===== src/hdl/i4i6_pkg.sv =====
`timescale 1ns / 1ps
// ----------------------------------------------------------------------------
// i4i6_pkg
// Shared types, codes and the pointer remap for the ICMPv4 to ICMPv6 header
// translator.
// ----------------------------------------------------------------------------
package i4i6_pkg;

    localparam int PLATEAU_WORDS = 3;
    localparam int PLATEAUS_PER_WORD = 4;

    typedef logic [PLATEAU_WORDS-1:0][63:0] plateau_bank_t;

    typedef struct packed {
        logic        found;
        logic [15:0] value;
    } plateau_hit_t;

    // outcome codes
    localparam logic [2:0] OC_OK          = 3'd0;
    localparam logic [2:0] OC_BAD_UNREACH = 3'd1;
    localparam logic [2:0] OC_BAD_POINTER = 3'd2;
    localparam logic [2:0] OC_BAD_PARAM   = 3'd3;
    localparam logic [2:0] OC_BAD_TYPE    = 3'd4;

    // configuration register indexes
    localparam logic [2:0] REG_NAT64_MODE      = 3'd0;
    localparam logic [2:0] REG_PLATEAU_COUNT   = 3'd1;
    localparam logic [2:0] REG_PLATEAUS_FIRST  = 3'd2;
    localparam logic [2:0] REG_PLATEAUS_SECOND = 3'd3;
    localparam logic [2:0] REG_PLATEAUS_THIRD  = 3'd4;

    // ICMPv4 types
    localparam logic [7:0] V4_ECHO_REPLY   = 8'd0;
    localparam logic [7:0] V4_DEST_UNREACH = 8'd3;
    localparam logic [7:0] V4_ECHO_REQUEST = 8'd8;
    localparam logic [7:0] V4_TIME_EXCEED  = 8'd11;
    localparam logic [7:0] V4_PARAM_PROB   = 8'd12;

    // ICMPv6 types
    localparam logic [7:0] V6_DEST_UNREACH = 8'd1;
    localparam logic [7:0] V6_PKT_TOO_BIG  = 8'd2;
    localparam logic [7:0] V6_TIME_EXCEED  = 8'd3;
    localparam logic [7:0] V6_PARAM_PROB   = 8'd4;
    localparam logic [7:0] V6_ECHO_REQUEST = 8'd128;
    localparam logic [7:0] V6_ECHO_REPLY   = 8'd129;

    localparam logic [7:0]  NO_FIELD        = 8'd255;
    localparam logic [7:0]  PTR_LIMIT       = 8'd19;
    localparam logic [31:0] NOROUTE_POINTER = 32'd6;
    localparam logic [16:0] MTU_HDR_DELTA   = 17'd20;
    localparam logic [28:0] MIN_MTU6        = 29'd1280;

    function automatic logic [7:0] ptr_map(input logic [4:0] idx);
        logic [7:0] res;
        case (idx)
            5'd0:                    res = 8'd0;
            5'd1:                    res = 8'd1;
            5'd2, 5'd3:              res = 8'd4;
            5'd8:                    res = 8'd7;
            5'd9:                    res = 8'd6;
            5'd12, 5'd13, 5'd14, 5'd15: res = 8'd8;
            5'd16, 5'd17, 5'd18, 5'd19: res = 8'd24;
            default:                 res = NO_FIELD;
        endcase
        return res;
    endfunction

endpackage


===== src/hdl/i4i6_if.sv =====
`timescale 1ns / 1ps
// ----------------------------------------------------------------------------
// i4i6 channel interfaces
// Valid/ready channels for headers in, translated headers out and register
// writes.
// ----------------------------------------------------------------------------
interface i4i6_in_if;
    logic        valid;
    logic        ready;
    logic [7:0]  icmp4_type;
    logic [7:0]  icmp4_code;
    logic [31:0] icmp4_rest;
    logic [15:0] nat64_echo_id;
    logic [15:0] inner_total_length;
    logic [27:0] ipv6_device_mtu;
    logic [27:0] ipv4_device_mtu;

    modport source (
        output valid, icmp4_type, icmp4_code, icmp4_rest, nat64_echo_id,
               inner_total_length, ipv6_device_mtu, ipv4_device_mtu,
        input  ready
    );
    modport sink (
        input  valid, icmp4_type, icmp4_code, icmp4_rest, nat64_echo_id,
               inner_total_length, ipv6_device_mtu, ipv4_device_mtu,
        output ready
    );
endinterface

interface i4i6_out_if;
    logic        valid;
    logic        ready;
    logic [7:0]  hdr6_type;
    logic [7:0]  hdr6_code;
    logic [31:0] icmp6_rest;
    logic [2:0]  outcome;

    modport source (
        output valid, hdr6_type, hdr6_code, icmp6_rest, outcome,
        input  ready
    );
    modport sink (
        input  valid, hdr6_type, hdr6_code, icmp6_rest, outcome,
        output ready
    );
endinterface

interface i4i6_cfg_if;
    logic        valid;
    logic        ready;
    logic [2:0]  index;
    logic [63:0] data;

    modport source (output valid, index, data, input ready);
    modport sink (input valid, index, data, output ready);
endinterface


===== src/hdl/i4i6_plateau_search.sv =====
`timescale 1ns / 1ps
// ----------------------------------------------------------------------------
// i4i6_plateau_search
// Finds the first configured MTU plateau below the inner total length, with
// one comparator per slot and a one-hot first-hit select.
// ----------------------------------------------------------------------------
module i4i6_plateau_search #(
    parameter int SLOTS = 12
) (
    input  i4i6_pkg::plateau_bank_t plateaus,
    input  logic [3:0]              plateau_count,
    input  logic [15:0]             tot_len,
    output i4i6_pkg::plateau_hit_t  hit
);
    import i4i6_pkg::*;

    localparam logic [3:0] SLOTS_W = 4'(SLOTS);

    logic [3:0]       used;
    logic [SLOTS-1:0] match;
    logic [SLOTS-1:0] first;
    logic [15:0]      value [SLOTS];

    assign used = (plateau_count > SLOTS_W) ? SLOTS_W : plateau_count;

    for (genvar i = 0; i < SLOTS; i++) begin : g_slot
        assign value[i] = plateaus[i / PLATEAUS_PER_WORD]
                                  [(i % PLATEAUS_PER_WORD) * 16 +: 16];
        assign match[i] = (4'(i) < used) && (value[i] < tot_len);
    end

    assign first = match & (~match + SLOTS'(1));

    always_comb
    begin
        hit.found = |match;
        hit.value = '0;
        for (int i = 0; i < SLOTS; i++)
        begin
            hit.value = hit.value | (value[i] & {16{first[i]}});
        end
    end

endmodule


===== src/hdl/icmp4_to_icmp6_header_translate.sv =====
`timescale 1ns / 1ps
// ----------------------------------------------------------------------------
// icmp4_to_icmp6_header_translate
// Translates one ICMPv4 header into an ICMPv6 header or a drop outcome.
// ----------------------------------------------------------------------------
// Usage:
//   in_item  : ICMPv4 type, code, rest word, NAT64 echo id, inner total
//              length and both device MTUs; one transaction per header.
//   out_item : ICMPv6 type, code, rest word and outcome; one transaction per
//              input transaction, in order. Dropped headers carry zero fields.
//   cfg      : register writes (index, data), always ready; write only while
//              no transaction is in flight.
// One header per cycle is sustained while out_item is ready. The three stages
// are decode with the plateau comparators, MTU clamp against the IPv6 device
// MTU, and clamp against the IPv4 device MTU with the 1280 floor, whose
// register drives the output.
// Reset clears all stage valids and the configuration registers, not the stage
// data registers. When out_item stalls, each stage keeps its transaction and
// the earlier stages fill up before in_item drops ready.
// ----------------------------------------------------------------------------
module icmp4_to_icmp6_header_translate #(
    parameter int PLATEAU_SLOTS = 12
) (
    input  logic        clk,
    input  logic        rst_n,
    i4i6_in_if.sink     in_item,
    i4i6_out_if.source  out_item,
    i4i6_cfg_if.sink    cfg
);
    import i4i6_pkg::*;

    // configuration
    logic          nat64_mode_reg;
    logic [3:0]    plateau_count_reg;
    plateau_bank_t plateaus_reg;

    assign cfg.ready = 1'b1;

    always_ff @(posedge clk or negedge rst_n)
    begin
        if (!rst_n)
        begin
            nat64_mode_reg    <= 1'b0;
            plateau_count_reg <= '0;
            plateaus_reg      <= '0;
        end
        else if (cfg.valid)
        begin
            unique case (cfg.index)
                REG_NAT64_MODE:      nat64_mode_reg    <= cfg.data[0];
                REG_PLATEAU_COUNT:   plateau_count_reg <= cfg.data[3:0];
                REG_PLATEAUS_FIRST:  plateaus_reg[0]   <= cfg.data;
                REG_PLATEAUS_SECOND: plateaus_reg[1]   <= cfg.data;
                REG_PLATEAUS_THIRD:  plateaus_reg[2]   <= cfg.data;
                default: ;
            endcase
        end
    end

    // stage handshake
    logic s1_valid_reg, s2_valid_reg, s3_valid_reg;
    logic s1_ready, s2_ready, s3_ready;

    assign s3_ready      = !s3_valid_reg || out_item.ready;
    assign s2_ready      = !s2_valid_reg || s3_ready;
    assign s1_ready      = !s1_valid_reg || s2_ready;
    assign in_item.ready = s1_ready;

    always_ff @(posedge clk or negedge rst_n)
    begin
        if (!rst_n)
        begin
            s1_valid_reg <= 1'b0;
            s2_valid_reg <= 1'b0;
            s3_valid_reg <= 1'b0;
        end
        else
        begin
            if (s1_ready)
                s1_valid_reg <= in_item.valid;
            if (s2_ready)
                s2_valid_reg <= s1_valid_reg;
            if (s3_ready)
                s3_valid_reg <= s2_valid_reg;
        end
    end

    // stage 1: decode and plateau search
    plateau_hit_t hit;
    logic [7:0]   s1_type_next, s1_code_next, ptr, ptr_val;
    logic [31:0]  s1_rest_next;
    logic [2:0]   s1_oc_next;
    logic         s1_ptb_next;
    logic [15:0]  s1_pm_next;

    i4i6_plateau_search #(
        .SLOTS (PLATEAU_SLOTS)
    ) u_search (
        .plateaus      (plateaus_reg),
        .plateau_count (plateau_count_reg),
        .tot_len       (in_item.inner_total_length),
        .hit           (hit)
    );

    assign ptr     = in_item.icmp4_rest[31:24];
    assign ptr_val = ptr_map(ptr[4:0]);

    always_comb
    begin
        s1_type_next = '0;
        s1_code_next = '0;
        s1_rest_next = '0;
        s1_oc_next   = OC_OK;
        s1_ptb_next  = 1'b0;
        if (in_item.icmp4_rest[15:0] != 16'd0)
            s1_pm_next = in_item.icmp4_rest[15:0];
        else
            s1_pm_next = hit.found ? hit.value : 16'd0;

        case (in_item.icmp4_type)
            V4_ECHO_REQUEST, V4_ECHO_REPLY:
            begin
                s1_type_next = (in_item.icmp4_type == V4_ECHO_REQUEST) ?
                               V6_ECHO_REQUEST : V6_ECHO_REPLY;
                s1_rest_next = nat64_mode_reg ?
                               {in_item.nat64_echo_id, in_item.icmp4_rest[15:0]} :
                               in_item.icmp4_rest;
            end
            V4_DEST_UNREACH:
            begin
                case (in_item.icmp4_code)
                    8'd0, 8'd1, 8'd5, 8'd6, 8'd7, 8'd8, 8'd11, 8'd12:
                        s1_type_next = V6_DEST_UNREACH;
                    8'd2:
                    begin
                        s1_type_next = V6_PARAM_PROB;
                        s1_code_next = 8'd1;
                        s1_rest_next = NOROUTE_POINTER;
                    end
                    8'd3:
                    begin
                        s1_type_next = V6_DEST_UNREACH;
                        s1_code_next = 8'd4;
                    end
                    8'd4:
                    begin
                        s1_type_next = V6_PKT_TOO_BIG;
                        s1_ptb_next  = 1'b1;
                    end
                    8'd9, 8'd10, 8'd13, 8'd15:
                    begin
                        s1_type_next = V6_DEST_UNREACH;
                        s1_code_next = 8'd1;
                    end
                    default: s1_oc_next = OC_BAD_UNREACH;
                endcase
            end
            V4_TIME_EXCEED:
            begin
                s1_type_next = V6_TIME_EXCEED;
                s1_code_next = in_item.icmp4_code;
            end
            V4_PARAM_PROB:
            begin
                if (in_item.icmp4_code == 8'd0 || in_item.icmp4_code == 8'd2)
                begin
                    if (ptr > PTR_LIMIT || ptr_val == NO_FIELD)
                        s1_oc_next = OC_BAD_POINTER;
                    else
                    begin
                        s1_type_next = V6_PARAM_PROB;
                        s1_rest_next = {24'd0, ptr_val};
                    end
                end
                else
                    s1_oc_next = OC_BAD_PARAM;
            end
            default: s1_oc_next = OC_BAD_TYPE;
        endcase
    end

    logic [7:0]  s1_type_reg, s1_code_reg;
    logic [31:0] s1_rest_reg;
    logic [2:0]  s1_oc_reg;
    logic        s1_ptb_reg;
    logic [15:0] s1_pm_reg;
    logic [27:0] s1_v6_reg;
    logic [28:0] s1_v4p_reg;

    always_ff @(posedge clk)
    begin
        if (s1_ready && in_item.valid)
        begin
            s1_type_reg <= s1_type_next;
            s1_code_reg <= s1_code_next;
            s1_rest_reg <= s1_rest_next;
            s1_oc_reg   <= s1_oc_next;
            s1_ptb_reg  <= s1_ptb_next;
            s1_pm_reg   <= s1_pm_next;
            s1_v6_reg   <= in_item.ipv6_device_mtu;
            s1_v4p_reg  <= {1'b0, in_item.ipv4_device_mtu} + 29'(MTU_HDR_DELTA);
        end
    end

    // stage 2: min against the IPv6 device MTU
    logic [16:0] pm_plus;
    logic [27:0] s2_mtu_next;

    assign pm_plus     = {1'b0, s1_pm_reg} + MTU_HDR_DELTA;
    assign s2_mtu_next = (s1_v6_reg < 28'(pm_plus)) ? s1_v6_reg : 28'(pm_plus);

    logic [7:0]  s2_type_reg, s2_code_reg;
    logic [31:0] s2_rest_reg;
    logic [2:0]  s2_oc_reg;
    logic        s2_ptb_reg;
    logic [27:0] s2_mtu_reg;
    logic [28:0] s2_v4p_reg;

    always_ff @(posedge clk)
    begin
        if (s2_ready && s1_valid_reg)
        begin
            s2_type_reg <= s1_type_reg;
            s2_code_reg <= s1_code_reg;
            s2_rest_reg <= s1_rest_reg;
            s2_oc_reg   <= s1_oc_reg;
            s2_ptb_reg  <= s1_ptb_reg;
            s2_mtu_reg  <= s2_mtu_next;
            s2_v4p_reg  <= s1_v4p_reg;
        end
    end

    // stage 3: min against the IPv4 device MTU, floor, output register
    logic [28:0] mtu_min, mtu_final;

    assign mtu_min   = (s2_v4p_reg < {1'b0, s2_mtu_reg}) ? s2_v4p_reg :
                       {1'b0, s2_mtu_reg};
    assign mtu_final = (mtu_min < MIN_MTU6) ? MIN_MTU6 : mtu_min;

    logic [7:0]  s3_type_reg, s3_code_reg;
    logic [31:0] s3_rest_reg;
    logic [2:0]  s3_oc_reg;

    always_ff @(posedge clk)
    begin
        if (s3_ready && s2_valid_reg)
        begin
            s3_type_reg <= s2_type_reg;
            s3_code_reg <= s2_code_reg;
            s3_rest_reg <= s2_ptb_reg ? {3'd0, mtu_final} : s2_rest_reg;
            s3_oc_reg   <= s2_oc_reg;
        end
    end

    assign out_item.valid      = s3_valid_reg;
    assign out_item.hdr6_type  = s3_type_reg;
    assign out_item.hdr6_code  = s3_code_reg;
    assign out_item.icmp6_rest = s3_rest_reg;
    assign out_item.outcome    = s3_oc_reg;

    // checks
    a_drop_zero: assert property (@(posedge clk) disable iff (!rst_n)
        (s3_valid_reg && s3_oc_reg != OC_OK) |->
        (s3_type_reg == 8'd0 && s3_code_reg == 8'd0 && s3_rest_reg == 32'd0))
        else $error("drop outcome with non-zero header fields");

    a_ptb_floor: assert property (@(posedge clk) disable iff (!rst_n)
        (s3_valid_reg && s3_oc_reg == OC_OK && s3_type_reg == V6_PKT_TOO_BIG) |->
        (s3_rest_reg >= 32'(MIN_MTU6)))
        else $error("packet too big MTU below IPv6 minimum");

    a_full_stall: assert property (@(posedge clk) disable iff (!rst_n)
        !in_item.ready |-> (s1_valid_reg && s2_valid_reg && s3_valid_reg
                            && !out_item.ready))
        else $error("input stalled while pipeline has room");

    a_echo_code: assert property (@(posedge clk) disable iff (!rst_n)
        (s3_valid_reg && (s3_type_reg == V6_ECHO_REQUEST ||
                          s3_type_reg == V6_ECHO_REPLY)) |->
        (s3_code_reg == 8'd0 && s3_oc_reg == OC_OK))
        else $error("echo translated with non-zero code");

endmodule


===== src/flat_wrapper.sv =====
// flat-port wrapper written by rule: the top's interface ports become plain ports
module icmp4_to_icmp6_header_translate_flat import i4i6_pkg::*;
#(
    parameter int PLATEAU_SLOTS = 12
)
  (clk, rst_n, in_item_valid, in_item_icmp4_type, in_item_icmp4_code, in_item_icmp4_rest, in_item_nat64_echo_id, in_item_inner_total_length, in_item_ipv6_device_mtu, in_item_ipv4_device_mtu, in_item_ready, out_item_valid, out_item_hdr6_type, out_item_hdr6_code, out_item_icmp6_rest, out_item_outcome, out_item_ready, cfg_valid, cfg_index, cfg_data, cfg_ready);
  i4i6_in_if in_item_i ();
  i4i6_out_if out_item_i ();
  i4i6_cfg_if cfg_i ();
  input  logic clk;
  input  logic rst_n;
  input wire logic [$bits(in_item_i.valid)-1:0] in_item_valid;
  input wire logic [$bits(in_item_i.icmp4_type)-1:0] in_item_icmp4_type;
  input wire logic [$bits(in_item_i.icmp4_code)-1:0] in_item_icmp4_code;
  input wire logic [$bits(in_item_i.icmp4_rest)-1:0] in_item_icmp4_rest;
  input wire logic [$bits(in_item_i.nat64_echo_id)-1:0] in_item_nat64_echo_id;
  input wire logic [$bits(in_item_i.inner_total_length)-1:0] in_item_inner_total_length;
  input wire logic [$bits(in_item_i.ipv6_device_mtu)-1:0] in_item_ipv6_device_mtu;
  input wire logic [$bits(in_item_i.ipv4_device_mtu)-1:0] in_item_ipv4_device_mtu;
  output wire logic [$bits(in_item_i.ready)-1:0] in_item_ready;
  output wire logic [$bits(out_item_i.valid)-1:0] out_item_valid;
  output wire logic [$bits(out_item_i.hdr6_type)-1:0] out_item_hdr6_type;
  output wire logic [$bits(out_item_i.hdr6_code)-1:0] out_item_hdr6_code;
  output wire logic [$bits(out_item_i.icmp6_rest)-1:0] out_item_icmp6_rest;
  output wire logic [$bits(out_item_i.outcome)-1:0] out_item_outcome;
  input wire logic [$bits(out_item_i.ready)-1:0] out_item_ready;
  input wire logic [$bits(cfg_i.valid)-1:0] cfg_valid;
  input wire logic [$bits(cfg_i.index)-1:0] cfg_index;
  input wire logic [$bits(cfg_i.data)-1:0] cfg_data;
  output wire logic [$bits(cfg_i.ready)-1:0] cfg_ready;
  assign in_item_i.valid = in_item_valid;
  assign in_item_i.icmp4_type = in_item_icmp4_type;
  assign in_item_i.icmp4_code = in_item_icmp4_code;
  assign in_item_i.icmp4_rest = in_item_icmp4_rest;
  assign in_item_i.nat64_echo_id = in_item_nat64_echo_id;
  assign in_item_i.inner_total_length = in_item_inner_total_length;
  assign in_item_i.ipv6_device_mtu = in_item_ipv6_device_mtu;
  assign in_item_i.ipv4_device_mtu = in_item_ipv4_device_mtu;
  assign in_item_ready = in_item_i.ready;
  assign out_item_valid = out_item_i.valid;
  assign out_item_hdr6_type = out_item_i.hdr6_type;
  assign out_item_hdr6_code = out_item_i.hdr6_code;
  assign out_item_icmp6_rest = out_item_i.icmp6_rest;
  assign out_item_outcome = out_item_i.outcome;
  assign out_item_i.ready = out_item_ready;
  assign cfg_i.valid = cfg_valid;
  assign cfg_i.index = cfg_index;
  assign cfg_i.data = cfg_data;
  assign cfg_ready = cfg_i.ready;
  icmp4_to_icmp6_header_translate #(.PLATEAU_SLOTS(PLATEAU_SLOTS)) u_core (.clk(clk), .rst_n(rst_n), .in_item(in_item_i), .out_item(out_item_i), .cfg(cfg_i));
endmodule

===== config.mk =====
export PLATFORM = sky130hd
export DESIGN_NAME = icmp4_to_icmp6_header_translate_flat
export DESIGN_NICKNAME = d
export VERILOG_FILES = /design/src/hdl/i4i6_pkg.sv /design/src/hdl/i4i6_if.sv /design/src/hdl/i4i6_plateau_search.sv /design/src/hdl/icmp4_to_icmp6_header_translate.sv /design/src/flat_wrapper.sv
export SDC_FILE = /design/constraint.sdc
export NUM_CORES = 1
export LEC_CHECK = 0
export ABC_AREA = 1
export BUFFER_PORTS_ARGS = -buffer_cell sky130_fd_sc_hd__buf_4
export CAP_MARGIN = 20
export CORE_MARGIN = 4
export CORE_UTILIZATION = 45
export DETAILED_ROUTE_END_ITERATION = 6
export PLACE_DENSITY_LB_ADDON = 0.25
export RECOVER_POWER = 25
export SLEW_MARGIN = 25
export SYNTH_ARGS = -nofsm -noshare
export SYNTH_HDL_FRONTEND = slang
export SYNTH_SLANG_ARGS = --single-unit

===== constraint.sdc =====
create_clock -name clk -period 3.1 [get_ports clk]
set_input_delay 0.31 -clock clk [delete_from_list [all_inputs] [get_ports clk]]
set_output_delay 0.31 -clock clk [all_outputs]
set_load 0.005 [all_outputs]

==> results of run 1 <==
## critical path: cells and delay by family (launching register included)
family                   cells  cell delay (ps)
AND/OR/NAND/NOR             11             1380
adder cells (fa/ha/maj)      2              450
flip-flops                   1              360
buffers and inverters        4              350
XOR/XNOR                     1              200
AO/OA/AOI/OAI                1               50
## worst paths after layout
check / startpoint / endpoint / cells past startpoint
max: u_core.s1_pm_reg[3]$_DFFE_PP_ / u_core.s2_mtu_reg[0]$_DFFE_PP_ / 19
min: cfg_data[9] / u_core.plateaus_reg[9]$_DFFE_PN0P_ / 3
max reg2reg: u_core.s1_pm_reg[3]$_DFFE_PP_ / u_core.s2_mtu_reg[0]$_DFFE_PP_ / 19
min reg2reg: u_core.s1_rest_reg[3]$_DFFE_PP_ / u_core.s2_rest_reg[3]$_DFFE_PP_ / 0
max in group asynchronous: rst_n / u_core.plateaus_reg[101]$_DFFE_PN0P_ / 3
min in group asynchronous: rst_n / u_core.plateaus_reg[144]$_DFFE_PN0P_ / 2
## layer usage
layer | up-vias | global-route usage [%] | routed length [um]
li1 | 10212 | - | -
met1 | 10380 | 33.8 | 32600
met2 | 882 | 46.6 | 40400
met3 | 236 | 3.31 | 5280
met4 | 0 | 14.4 | 5060
met5 | - | 0 | 0
## timing repair
| action | CTS | global route |
|---|---|---|
| setup endpoints to repair | 15 | 41 |
| resized for setup | 3 | 54 |
| buffers inserted | 0 | 8 |
| pin swaps | 0 | 20 |
| cloned | 0 | 1 |
| hold buffers | 73 | 0 |
| hold endpoints to repair | 157 | 0 |
## power by group through the flow
stage / clock, uW / sequential, uW / combinational (uW)
CTS: 6460 / 8720 / 5120
detailed placement: 0 / 8830 / 5010
global placement: 0 / 8810 / 4830
finish: 6350 / 8760 / 5180
floorplan: 0 / 8470 / 2950
global route: 6720 / 8830 / 5820
## kinds of logic (layout without fill, tap and decap cells)
family	after synthesis	count (layout)	share of synthesized area (%)
AOI/OAI and AO/OA	426	426	8.80
and+or+nand+nor	1205	1205	20.5
other	2	18	0.0295
buffers and inverters	428	878	6.66
DFF	473	473	51.8
adders and majority gates	226	226	11.1
xor gates and xnor gates	33	33	1.13
## final cells by class
cell class,instances,area (sq um)
repair buffers,450,3900
well taps,748,936
inverters,334,1260
diodes,2,5.00
clock inverters,29,373
multi-input cells,1906,10900
flip-flops and latches,473,13200
fillers,4877,23600
clock buffers,65,1380
## placed cells by master (no fill, tap or decap), types with 8 or more instances in the layout
master / n
a21oi_1: 133
buf_12: 29
buf_4: 304
clkbuf_1: 19
clkbuf_16: 51
clkbuf_4: 29
clkinv_1: 8
clkinv_2: 8
conb_1: 16
dfrtp_1: 200
dlygate4sd3_1: 73
edfxtp_1: 273
ha_1: 223
inv_1: 323
nand2_1: 690
nand3_1: 108
nand3_2: 10
nand3b_1: 12
nand4_1: 77
nor2_1: 215
nor3_1: 35
nor3b_1: 8
o21ai_0: 239
o21ai_1: 8
xnor2_1: 10
xor2_1: 21
## per-stage QoR
step | cell area [sq um] | hold slack (ps)
after floorplan | 25500 | 14.4
after global placement | 29200 | 338
after detailed placement | 29200 | 352
after CTS | 31700 | 1.27
after global routing | 31900 | 18.1
final | 31900 | 19.5
==> results.cfg, run 1 <==
[status]
status = complete, but fails checks
violations = max-capacitance violations, max-slew violations

[logic_synthesis]
syn_area_per_cell_sq_um = 9.12
syn_inst = 2793
synth_area_sq_mm = 0.0255
synth_flop_cell = edfxtp_1
synth.most_common_cell = nand2_1
async_flop_share_pct = 42.3
yosysWarnings = 0
synth_edf_count = 273
post_synth_main_area_contributors = edfxtp_1 32%, dfrtp_1 20%, ha_1 11%
yosysSeqAreaShare_pct = 51.8
ys_ff_latch = 473
synth_cell_type_count = 54
yosys.area.top_type = edfxtp_1
synth_top_area_share_pct = 32.2
synth.top_cells.by_count = 695 x nand2_1, 329 x inv_1, 273 x edfxtp_1

[layout]
area_delta_synth_final_pct = 25.3
utilization_pct = 57.5
layout.cells.non_filler = 4007
drive_above_1_share_pct = 16.1
largest_reg_flops = 192
final_nets = 3649

[power_and_ir_drop]
peakVddDrop_v = 0.000405
clkPwrFrac_pct = 31.3
total_power_uw = 20300
switchingPower_uw = 6580
p_int_uw = 13700
power.density_mw_per_mm2 = 635
comb_power_share_pct = 25.5
leakage_uw = 0.0152
seqPwrFrac_pct = 43.2
sw_frac_of_total_pct = 32.4

[floorplan]
start_util_pct = 45.9
fp.dieW_um = 246
io_pins = 262
dieArea_sq_mm = 0.0605
die_h_um = 246
fp-row-count = 86
core_area_sq_mm = 0.0555

[sta]
finalClockSkew_ps = 18.9
maxSlewViolCount = 68
period_needed_ps = 3050
max_freq_mhz = 327
layout_setup_ws_ps = 46.1
finalCritPeriodShare_pct = 98.5
tightest_slew_ps = 1660
finalSetupTns_ps = 0
slew_headroom_pct = -10.9
rsz0062_at_grt = true
setup_violations = 0
hold_viol_final = 0

[clocking]
cts_buffers = 50
clk_latency_ps = 620
cts_max_level = 2
clock-root-buffer = clkbuf_16
path_clk_slew_ps = 60
cts_sinks = 473
cts.path.max_buffers = 3
cts_tree = built

[detailed_routing]
routed_via_density = 5.42
postRouteAntennaNets = 0
post-route-drc-count = 0
wl_um = 83300
drtIter0Drc = 1756
wl_per_cell_um = 20.8
dr.pass1.iters = 6
num_vias = 21710

[place]
place_inst = 3829
io_buffer_count = 256
post-place-ws_ps = -165
place_congestion = 1.03
dpl.hpwl_um = 63700

[setup_path]
arrival_ps = 3420
crit_top_cell = inv_2
cp_slowest_stage_delay_ps = 360
regToRegSetupSlack_ps = 50
cp_max_fo = 18
start_kind = flop
slowest_stage = edfxtp_1
criticalPathCategory = reg2reg
required_ps = 3460
worstSetupEndpointType = flop
path_cells = ha_2 -> nor2_1 -> nor2_1 -> nand3_1 -> nor2_2 -> inv_2 -> nor2_4 -> inv_2 -> nor2_4 -> nand2_4 -> xor2_2 -> inv_2 -> ha_4 -> nand2_2 -> nor2_2 -> nand4_1 -> nand2_2 -> buf_12 -> o21ai_2

[flow_run]
maxCapViolCount = 1

[grt]
grt_pass1_vias = 21664
grt_overflow = 0
grt_pass1_wl_um = 126000
antenna_found_initial = 2
grt_max_degree = 106
track_usage_pct = 27.2

[hold_path]
hold_class = in2reg
No activity file was read; power rests on OpenSTA's default activity.
==> run 2: changes to the inputs <==
--- a/config.mk
+++ b/config.mk
@@ -10,6 +10,7 @@
 export CAP_MARGIN = 20
 export CORE_MARGIN = 4
 export CORE_UTILIZATION = 45
+export CTS_CLUSTER_DIAMETER = 60
 export DETAILED_ROUTE_END_ITERATION = 6
 export PLACE_DENSITY_LB_ADDON = 0.25
 export RECOVER_POWER = 25
==> constraint.sdc (replaced) <==
create_clock -name clk -period 3.1 [get_ports clk]
set_input_delay 0.31 -clock clk [delete_from_list [all_inputs] [get_ports clk]]
set_output_delay 0.31 -clock clk [all_outputs]
set_load 0.05 [all_outputs]
==> results.cfg, run 2 (synthesis gave the netlist of run 1 again) <==
[status]
status = complete, but fails checks
violations = max-capacitance violations, max-slew violations

[clocking]
cts_max_level = 2
cts_buffers = 51
cts_tree = built
cts.path.max_buffers = 3
clock-root-buffer = clkbuf_16
path_clk_slew_ps = 60
clk_latency_ps = 620
cts_sinks = 473

[sta]
hold_viol_final = 0
finalCritPeriodShare_pct = 99.6
slew_headroom_pct = -57.9
finalClockSkew_ps = 27.8
rsz0062_at_grt = true
tightest_slew_ps = 2370
maxSlewViolCount = 215
max_freq_mhz = 324
period_needed_ps = 3090
setup_violations = 0

[grt]
grt_use_met3_pct = 3.73
grt_overflow = 0
track_usage_pct = 27.4
busiest_layer = met2
antenna_found_initial = 2
grt_max_degree = 129
grt_pass1_vias = 21361
grt_pass1_wl_um = 125000
globalRouteMet2Util_pct = 49.0
use_met1_pct = 32.6

[layout]
final_cell_mix = 686 x nand2_1, 326 x inv_1, 311 x buf_4
final_nets = 3650
final_area_sq_mm = 0.0319
largest_reg_flops = 192
drive_above_1_share_pct = 16.0
fill_cells = 4888
final_common_cell = nand2_1
layout.cells.non_filler = 4007
area_delta_synth_final_pct = 25.3

[setup_path]
arrival_ps = 3450
cp_max_fo = 17
worstSetupEndpointType = flop
required_ps = 3470
start_kind = flop
criticalPathCategory = reg2reg
reg2reg_from = u_core.s1_pm_reg[3]$_DFFE_PP_
crit_start = u_core.s1_pm_reg[3]$_DFFE_PP_

[floorplan]
io_pins = 262
start_util_pct = 45.9
fp.dieW_um = 246
die_h_um = 246
fp-row-count = 86
dieArea_sq_mm = 0.0605
core_area_sq_mm = 0.0555

[place]
dpl.hpwl_um = 65300
placed_area_sq_mm = 0.0293
place_congestion = 1.01
io_buffer_count = 256
place_inst = 3835

[hold_path]
hold_class = in2reg
hp-start = cfg_data[39]

[detailed_routing]
drtIter0Drc = 1684
wl_um = 84700
post-route-drc-count = 0
routed_via_density = 5.40
num_vias = 21618
dr.pass1.iters = 6
wl_per_cell_um = 21.1
postRouteAntennaNets = 0

[flow_run]
maxCapViolCount = 2

[power_and_ir_drop]
power.density_mw_per_mm2 = 657
peakVddDrop_v = 0.000462
leakage_uw = 0.0152
==> run 2: cell types whose count changed in the layout (fill, tap and decap cells not counted), moves of 5 or more <==
cell      change
nand3_2       -5
clkinv_1      -5
clkbuf_4      -5
buf_4         +7
nand3_1       +6
==> run 2: area by class of cell <==
type,count,area [sq um],share of cell area [%]
Tap cell,748,936,2.93
Clock buffer,71,1430,4.49
Multi-Input combinational cell,1906,10800,33.9
Inverter,334,1260,3.95
Clock inverter,23,359,1.12
Sequential cell,473,13200,41.4
Timing Repair Buffer,450,3900,12.2
Antenna cell,2,5.00,0.0157
==> run 2: critical path, stage by stage (launching register included) <==
cell      delay (ps)
edfxtp_1         360
ha_2             190
nor2_1            40
nor2_1           130
nand3_1          120
nor2_1           150
inv_1            100
nor2_2           140
inv_2             70
nor2_4           130
nand2_4           80
nor3_4           120
inv_1             60
ha_1             280
nand2_2          100
nor2_4            50
buf_4            140
a21oi_4          170
nand2_2          110
buf_12           160
nand3_1           70
nand2_1           60
==> run 2: path summary, 6_finish.rpt <==
path                                                   endpoint  slack [ps]  depth (start not counted)
min in group asynchronous    u_core.plateaus_reg[4]$_DFFE_PN0P_         840                          2
setup / recovery                u_core.s2_mtu_reg[10]$_DFFE_PP_          10                         21
max in group asynchronous   u_core.plateaus_reg[46]$_DFFE_PN0P_         870                          3
hold reg to reg                  u_core.s2_v4p_reg[9]$_DFFE_PP_         420                          0
hold / removal             u_core.plateaus_reg[103]$_DFFE_PN0P_          20                          3
setup reg to reg                u_core.s2_mtu_reg[10]$_DFFE_PP_          10                         21
==> run 2: metrics by stage <==
stage | total power (uW) | utilization, % | hold WS [ps] | TNS, ps | setup WS (ps)
2_1_floorplan | 12000 | - | 14.4 | -25890 | -214
3_3_place_gp | 14300 | 52.8 | 384 | -247 | -93.0
3_5_place_dp | 14500 | 52.8 | 403 | -217 | -87.5
4_1_cts | 21000 | 57.2 | 1.27 | 0 | 18.8
5_1_grt | 22000 | 57.5 | 22.6 | -2030 | -140
6_report | 21000 | 57.5 | 15.1 | 0 | 11.4
==> run 2: metal layers <==
| metal | up-vias | routed length [um] |
|---|---|---|
| met5 | - | 14 |
| met4 | 2 | 5220 |
| met3 | 262 | 4840 |
| met2 | 833 | 42300 |
| met1 | 10300 | 32300 |
| li1 | 10221 | - |
==> run 2: report_power, final <==
group / leakage [uW] / switching (uW) / internal, uW
Clock: 0.000865 / 2580 / 3850
Combinational: 0.00916 / 3670 / 2060
Sequential: 0.00518 / 938 / 7880
Total: 0.0152 / 7190 / 13800
==> run 2: what timing repair did <==
action / CTS / global route
endpoints found under the setup margin: 0 / 33
resized for setup: 0 / 45
hold buffers: 69 / 0
hold endpoints to repair: 169 / 0
buffers inserted: 0 / 6
